### src/rtl/f2c_pkg.sv
`default_nettype none
package f2c_pkg;

    localparam int MAX_WAYPOINTS     = 256;
    localparam int CORDIC_ITERATIONS = 24;
    localparam int IDX_W = $clog2(MAX_WAYPOINTS);
    localparam int CFG_W = 9;
    localparam int N_W   = (IDX_W + 1 > CFG_W) ? IDX_W + 1 : CFG_W;
    localparam int DW    = 40;   // CORDIC x/y datapath
    localparam int ZW    = 36;   // CORDIC angle, Q6.30
    localparam int CW    = 33;   // multiplier operands
    localparam int AW    = 68;   // accumulator, Q16.46 with headroom

    localparam logic [4:0] ITER_LAST = 5'(CORDIC_ITERATIONS - 1);
    localparam logic signed [ZW-1:0] HALF_PI  = ZW'(64'sd1686629713);
    localparam logic signed [DW-1:0] INV_GAIN = DW'(64'sd652032874);

    typedef enum logic [3:0] {
        S_IDLE,
        S_SCAN_RD,
        S_SCAN_CMP,
        S_RD_PREV,
        S_RD_NEXT,
        S_VEC_INIT,
        S_VEC,
        S_ROT_INIT,
        S_ROT,
        S_MAC,
        S_OUT
    } t_state;

    typedef enum logic {
        CMD_LOAD  = 1'b0,
        CMD_QUERY = 1'b1
    } t_cmd;

    typedef struct packed {
        logic clr;
        logic add;
        logic sub;
    } t_mac_ctl;

    typedef struct packed {
        logic load;
        logic step;
        logic rot;
    } t_cordic_ctl;

    function automatic logic signed [ZW-1:0] atan_q30(input logic [4:0] idx);
        logic signed [ZW-1:0] v;
        unique case (idx)
            5'd0:  v = ZW'(64'sd843314857);
            5'd1:  v = ZW'(64'sd497837829);
            5'd2:  v = ZW'(64'sd263043837);
            5'd3:  v = ZW'(64'sd133525159);
            5'd4:  v = ZW'(64'sd67021687);
            5'd5:  v = ZW'(64'sd33543516);
            5'd6:  v = ZW'(64'sd16775851);
            5'd7:  v = ZW'(64'sd8388437);
            5'd8:  v = ZW'(64'sd4194283);
            5'd9:  v = ZW'(64'sd2097149);
            5'd31: v = '0;
            default: v = ZW'(64'sd1) <<< (5'd30 - idx);
        endcase
        return v;
    endfunction

    // round half up from Q16.46 to Q16.16, then clamp
    function automatic logic signed [31:0] finish(input logic signed [AW-1:0] acc);
        logic signed [AW-1:0]    r;
        logic signed [AW-31:0]   t;
        logic signed [31:0]      o;
        r = acc + AW'(64'sd536870912);
        t = (AW-30)'(r >>> 30);
        if (t > (AW-30)'(64'sd2147483647)) begin
            o = 32'sh7fffffff;
        end else if (t < -(AW-30)'(64'sd2147483648)) begin
            o = 32'sh80000000;
        end else begin
            o = t[31:0];
        end
        return o;
    endfunction

endpackage
`default_nettype wire

### src/rtl/f2c_cordic.sv
`default_nettype none
module f2c_cordic import f2c_pkg::*; (
    input  wire logic               i_clk,
    input  wire t_cordic_ctl        i_ctl,
    input  wire logic [4:0]         i_iter,
    input  wire logic signed [DW-1:0] i_x,
    input  wire logic signed [DW-1:0] i_y,
    input  wire logic signed [ZW-1:0] i_z,
    output logic signed [DW-1:0]    o_x,
    output logic signed [DW-1:0]    o_y,
    output logic signed [ZW-1:0]    o_z
);
    logic signed [DW-1:0] xs, ys;
    logic signed [ZW-1:0] at;
    logic                 pos;

    always_comb begin
        xs  = o_x >>> i_iter;
        ys  = o_y >>> i_iter;
        at  = atan_q30(i_iter);
        // vectoring drives y to zero, rotation drives z to zero
        pos = i_ctl.rot ? (o_z < 0) : (o_y >= 0);
    end

    always_ff @(posedge i_clk) begin
        if (i_ctl.load) begin
            o_x <= i_x;
            o_y <= i_y;
            o_z <= i_z;
        end else if (i_ctl.step) begin
            if (pos) begin
                o_x <= o_x + ys;
                o_y <= o_y - xs;
                o_z <= o_z + at;
            end else begin
                o_x <= o_x - ys;
                o_y <= o_y + xs;
                o_z <= o_z - at;
            end
        end
    end
endmodule
`default_nettype wire

### config.mk
export PLATFORM = sky130hd
export DESIGN_NAME = f2c_cordic
export DESIGN_NICKNAME = d
export VERILOG_FILES = /design/src/rtl/f2c_pkg.sv /design/src/rtl/f2c_cordic.sv
export SDC_FILE = /design/constraint.sdc
export NUM_CORES = 1
export LEC_CHECK = 0
export ABC_AREA = 1
export BUFFER_PORTS_ARGS = -buffer_cell sky130_fd_sc_hd__buf_4
export CORE_UTILIZATION = 51
export DETAILED_ROUTE_END_ITERATION = 8
export GPL_ROUTABILITY_DRIVEN = 0
export PLACE_DENSITY = 0.71
export SLEW_MARGIN = 10
export SYNTH_ARGS = -nofsm -noshare
export SYNTH_HDL_FRONTEND = slang
export SYNTH_SLANG_ARGS = --single-unit
export TNS_END_PERCENT = 10
### constraint.sdc
create_clock -name i_clk -period 9.6 [get_ports i_clk]
set_input_delay 0.48 -clock i_clk [delete_from_list [all_inputs] [get_ports i_clk]]
set_output_delay 0.48 -clock i_clk [all_outputs]
set_load 0.05 [all_outputs]
# Word level (Yosys, flattened, before mapping)
# Index checks and enable logic that the tools add are counted.
# op_classes
n_mux	11
add_sub_neg	7
magnitude_cmp	2
n_reduce_logical	2
shifts	3
n_eq_ne	10
# ops
cell	n
one-hot mux 36 bit (11 select lines)	1
two-way mux 40 bit	6
two-way mux 36 bit	3
adder 40 bit	2
>>> shifter 40 x 5 -> 40 bit	2
subtractor 40 bit	2
greater-or-equal comparator 40 x 1 -> 1 bit, second input constant	1
adder 36 bit	1
less-than comparator 36 x 1 -> 1 bit, second input constant	1
<<< shifter 2 x 5 -> 36 bit, first input constant	1
subtractor 36 bit	1
equality test 5 x 3 -> 1 bit, second input constant	4
equality test 5 x 2 -> 1 bit, second input constant	2
equality test 5 x 4 -> 1 bit, second input constant	2
equality test 5 x 1 -> 1 bit, second input constant	1
equality test 5 bit, second input constant	1
logical NOT 5 bit	1
subtractor 5 bit, first input constant	1
nonzero test 2 bit	1
two-way mux 1 bit	1
# totals
reg_bits	116
out_inout_bits	116
inputBits	125
elab_cells	38

# Logic depth before layout (Yosys ltp)
# depth
word_depth	7
mapped_depth	36

# Worst setup path before layout
# OpenSTA, ideal clock, no wires.
# synth_timing
path_kind	reg2reg
start	register o_y[39]
end	register o_x[18] (data pin)
stages_incl_launch_ff	23
t_required_ps	9346
setup_time_ps	254
arrival_time_ps	4124
synth_period_minus_slack_ps	4377
path_slack_ps	5223
path_cell_list	edfxtp_1 clkbuf_1 o21ai_1 inv_2 clkbuf_1 clkbuf_1 o21ai_0 fa_1 nand2_1 nand2_1 nand2_1 nand2_1 a21boi_0 o21ai_0 a21oi_1 inv_1 nand2_1 nand2_1 a21boi_0 inv_1 or2_2 nand3_1 nand2_1
# synth_between
elab_chain_len	5
elab_cells_between_ends	8
# synth_rtl
item	line_no	source
from (decl)	f2c_cordic.sv:10	output logic signed [DW-1:0] o_y,
from (signal assigned)	f2c_cordic.sv:28	o_y <= i_y;
from (signal assigned)	f2c_cordic.sv:33	o_y <= o_y - xs;
from (signal assigned)	f2c_cordic.sv:37	o_y <= o_y + xs;
>>> shifter 40 x 5 -> 40 bit / greater-or-equal comparator 40 x 1 -> 1 bit (equally long branches)	f2c_cordic.sv:19, f2c_cordic.sv:22	
subtractor 40 bit (tied with other cells)	f2c_cordic.sv:36	o_x <= o_x - ys;
two-way mux 40 bit *	f2c_cordic.sv:31	if (pos) begin
two-way mux 40 bit *	f2c_cordic.sv:30	end else if (i_ctl.step) begin
two-way mux 40 bit *	f2c_cordic.sv:26	if (i_ctl.load) begin
to (signal assigned)	f2c_cordic.sv:27	o_x <= i_x;
to (signal assigned)	f2c_cordic.sv:32	o_x <= o_x + ys;
to (signal assigned)	f2c_cordic.sv:36	
to (decl)	f2c_cordic.sv:9	output logic signed [DW-1:0] o_x,
# Every way passes the cells marked *; elsewhere a longest branch is shown, timed or not. The select of a mux whose other input is x is not followed.
# A chain may end at the register's enable or synchronous reset.

# Worst setup path after layout
# layout_timing
start	input port i_iter[0]
end	register o_x[35] (data pin)
# layout_between
elab_chain_len	5
elab_cells_between_ends	6
# layout_rtl
item	line_no	source
from (decl)	f2c_cordic.sv:5	input wire logic [4:0] i_iter,
>>> shifter 40 x 5 -> 40 bit *	f2c_cordic.sv:19	ys = o_y >>> i_iter;
subtractor 40 bit / adder 40 bit (equally long branches)	f2c_cordic.sv:36, f2c_cordic.sv:32	
two-way mux 40 bit *	f2c_cordic.sv:31	
two-way mux 40 bit *	f2c_cordic.sv:30	
two-way mux 40 bit *	f2c_cordic.sv:26	
# Marked as above.

==> impl_metrics.csv <==
group,metric,value,unit
clocking,clk_pin_slew,0.06,ns
clocking,postCtsSetupBuffers,0,
critical_path,cpLargestDelayFamily,"simple AND/OR/NAND/NOR gates",
timing,setup_viol,0,
timing,setup_ws,3.267,ns
critical_path,cp_num_buf_inv,6,
timing,min_period_over_period,65.97,%
timing,max_clock_freq,157.9,MHz
critical_path,crit_fanout,88,
timing,setup_tns,0,ns
clocking,cts_root_buf,"clkbuf_16",
drt,routed_via_density,5.845,
critical_path,critPathArrivalTime,6.54,ns
clocking,clock_latency,0.45,ns
placed_design,hpwl,54290,µm
drt,post_drt_wl_per_cell,17.39,µm
grt,grt_max_degree,91,
floorplan,die_h,197.7,µm
grt,antenna_found_initial,0,
drt,ant_nets,0,
critical_path,cp-start-kind,"input pin",
timing,final_hold_viol_count,0,
synth,synth_ff_type,"edfxtp_1",
floorplan,ios,241,
clocking,cts.sinks,116,
synth,syn-num-nets,3543,
synth,yosysTopAreaCell,"nand2_1",
clocking,htreeDepth,4,
synth,ys_ff_latch,116,
floorplan,core_area,0.03767,mm²
critical_path,critical_path_class,"input pin to register",
run_status,status,"finished clean",
worst_hold_path,hold_path.class,"input pin to register",
drt,drt-total-wl,69000,µm
clocking,cts_resized,0,
timing,min_period,6.333,ns
finish,syn_to_final_growth,12.62,%
timing,rsz0062_at_grt,"false",
placed_design,dpl_worst_slack,3.092,ns
drt,remaining_drc_errors,0,
finish,ff_latch_area,0.003483,mm²
grt,grt_pass1_vias,20840,
critical_path,cp.required,9.81,ns
grt,grt_pass1_wl,106800,µm
finish,drive_above_1_share,13.22,%
floorplan,die_w,197.7,µm
timing,slew_headroom,22.25,%
clocking,cts_tree,"yes",
critical_path,cp_slowest_cell,"nor4_1",
grt,overflow,0,
synth,synth_most_common_cell,"nand2_1",
timing,report.final.slew_viol_count,0,
floorplan,rows,71,
floorplan,start_util,51.87,%
drt,vias,23190,
finish,nets,3688,
synth,yosys.area.top_type_share,20.58,%
synth,yosysWarnings,0,
synth,seq_area_frac_synth,17.83,%
clocking,clock_path_buffers,2,
synth,synth_cells,3299,
clocking,hold_buffers,0,
synth,synth-edff-count,116,
synth,ys_top_cells_by_area,"nand2_1 (21%), edfxtp_1 (18%), nand3_1 (14%)",
critical_path,cpPeakStageDelay,0.69,ns
timing,skew,0.01181,ns
timing,tightest_slew,1.164,ns
finish,final.fill_count,3839,
finish,diodes,0,
drt,drt-pass1-iter-count,8,
critical_path,crit_top_cell,"nand2_1",
placed_design,dp.cells,3936,
synth,synth.distinct_cells,51,
finish,instances_no_fill,3967,
clocking,cts_buffers,17,
floorplan,fp.dieArea,0.03909,mm²
drt,drtIter0Drc,2552,
finish,multi_input_area,0.01430,mm²
synth,synthesis.area,0.01954,mm²
flow_run,maxCapViolCount,0,
synth,synth_common_cells,"nand2_1 (1071), nand3_1 (528), inv_1 (290)",
grt,grt_usage,34.43,%
synth,async_flop_share,0,%
synth,syn_avg_cell_area,5.922,µm²
placed_design,port_buffers,240,
critical_path,endpoint_kind,"register",
==> routing by layer <==
layer | up-vias | global-route usage (%) | routed length [µm]
met3 | 208 | 6.200 | 6305
met4 | 0 | 16.54 | 3378
li1 | 11300 | - | -
met2 | 1191 | 56.66 | 31650
met1 | 10490 | 43.37 | 27670
met5 | - | 0 | 0
==> worst paths after layout <==
check	from	to	slack (ns)	depth (start not counted)
worst max-delay path	i_iter[0]	o_x[35]	3.27	32
worst min-delay path	i_z[19]	o_z[19]	0.29	3
worst max register to register	o_y[29]	o_x[35]	4.02	30
worst min register to register	o_z[0]	o_z[0]	0.71	3
==> stage by stage <==
step	instance area (µm²)	util [%]	hold WS (ns)
detailed placement	21450	56.96	0.7053
finish	22000	58.41	0.2945
global route	22000	58.41	0.3005
CTS	22000	58.41	0.2799
global placement	21450	56.96	0.6942
floorplan	19540	-	0.6617
==> worst reg2reg max path: cells and delay by family (launching register included) <==
family | cells | cell delay, ns
buffers and inverters | 4 | 0.32
adder cells (fa/ha/maj) | 2 | 0.56
AND/OR/NAND/NOR | 19 | 3.12
AO/OA/AOI/OAI | 3 | 0.55
flip-flops | 1 | 0.54
XOR/XNOR | 2 | 0.26
==> cells in the final DEF, fill, tap and decap left out, types with 12 or more instances in the layout <==
cell / instances
nor2_2: 23
a31oi_1: 34
nor3_1: 28
inv_1: 289
nand2_1: 1071
o21ai_0: 121
nand3b_1: 13
edfxtp_1: 116
nor2_4: 12
a21o_1: 12
a21oi_1: 175
nand2_2: 24
o21ai_1: 21
nand4_1: 26
buf_4: 248
nand3_1: 528
clkbuf_16: 17
xor2_1: 73
o21a_1: 12
inv_2: 20
nor2_1: 231
nand3_2: 23
ha_1: 116
xnor2_1: 42
or2_2: 59
==> cell families (layout without fill, tap and decap cells) <==
| kind of cell | count (synthesis) | in the layout | share of synthesized area, % |
|---|---|---|---|
| AO/OA/AOI/OAI | 441 | 441 | 12.85 |
| XOR/XNOR | 115 | 115 | 5.156 |
| buffers and inverters | 433 | 590 | 9.056 |
| flip-flops | 116 | 116 | 17.83 |
| AND/OR/NAND/NOR | 2075 | 2075 | 47.37 |
| adder cells (fa/ha/maj) | 119 | 119 | 7.737 |
==> state kept, by name (all words and copies together) (netlist names) <==
signal	count
o_x	40
o_z	36
o_y	40
==> cell type report <==
class,count,area share (%)
multi-input combinational,2750,64.98
sequential,116,15.83
timing repair buffer,248,8.462
inverter,311,5.323
tap,511,2.906
clock buffer,20,1.985
clock inverter,11,0.5118
Power is not shown: default switching activity piles up to over one toggle a cycle in this logic, so the estimate is an artifact.
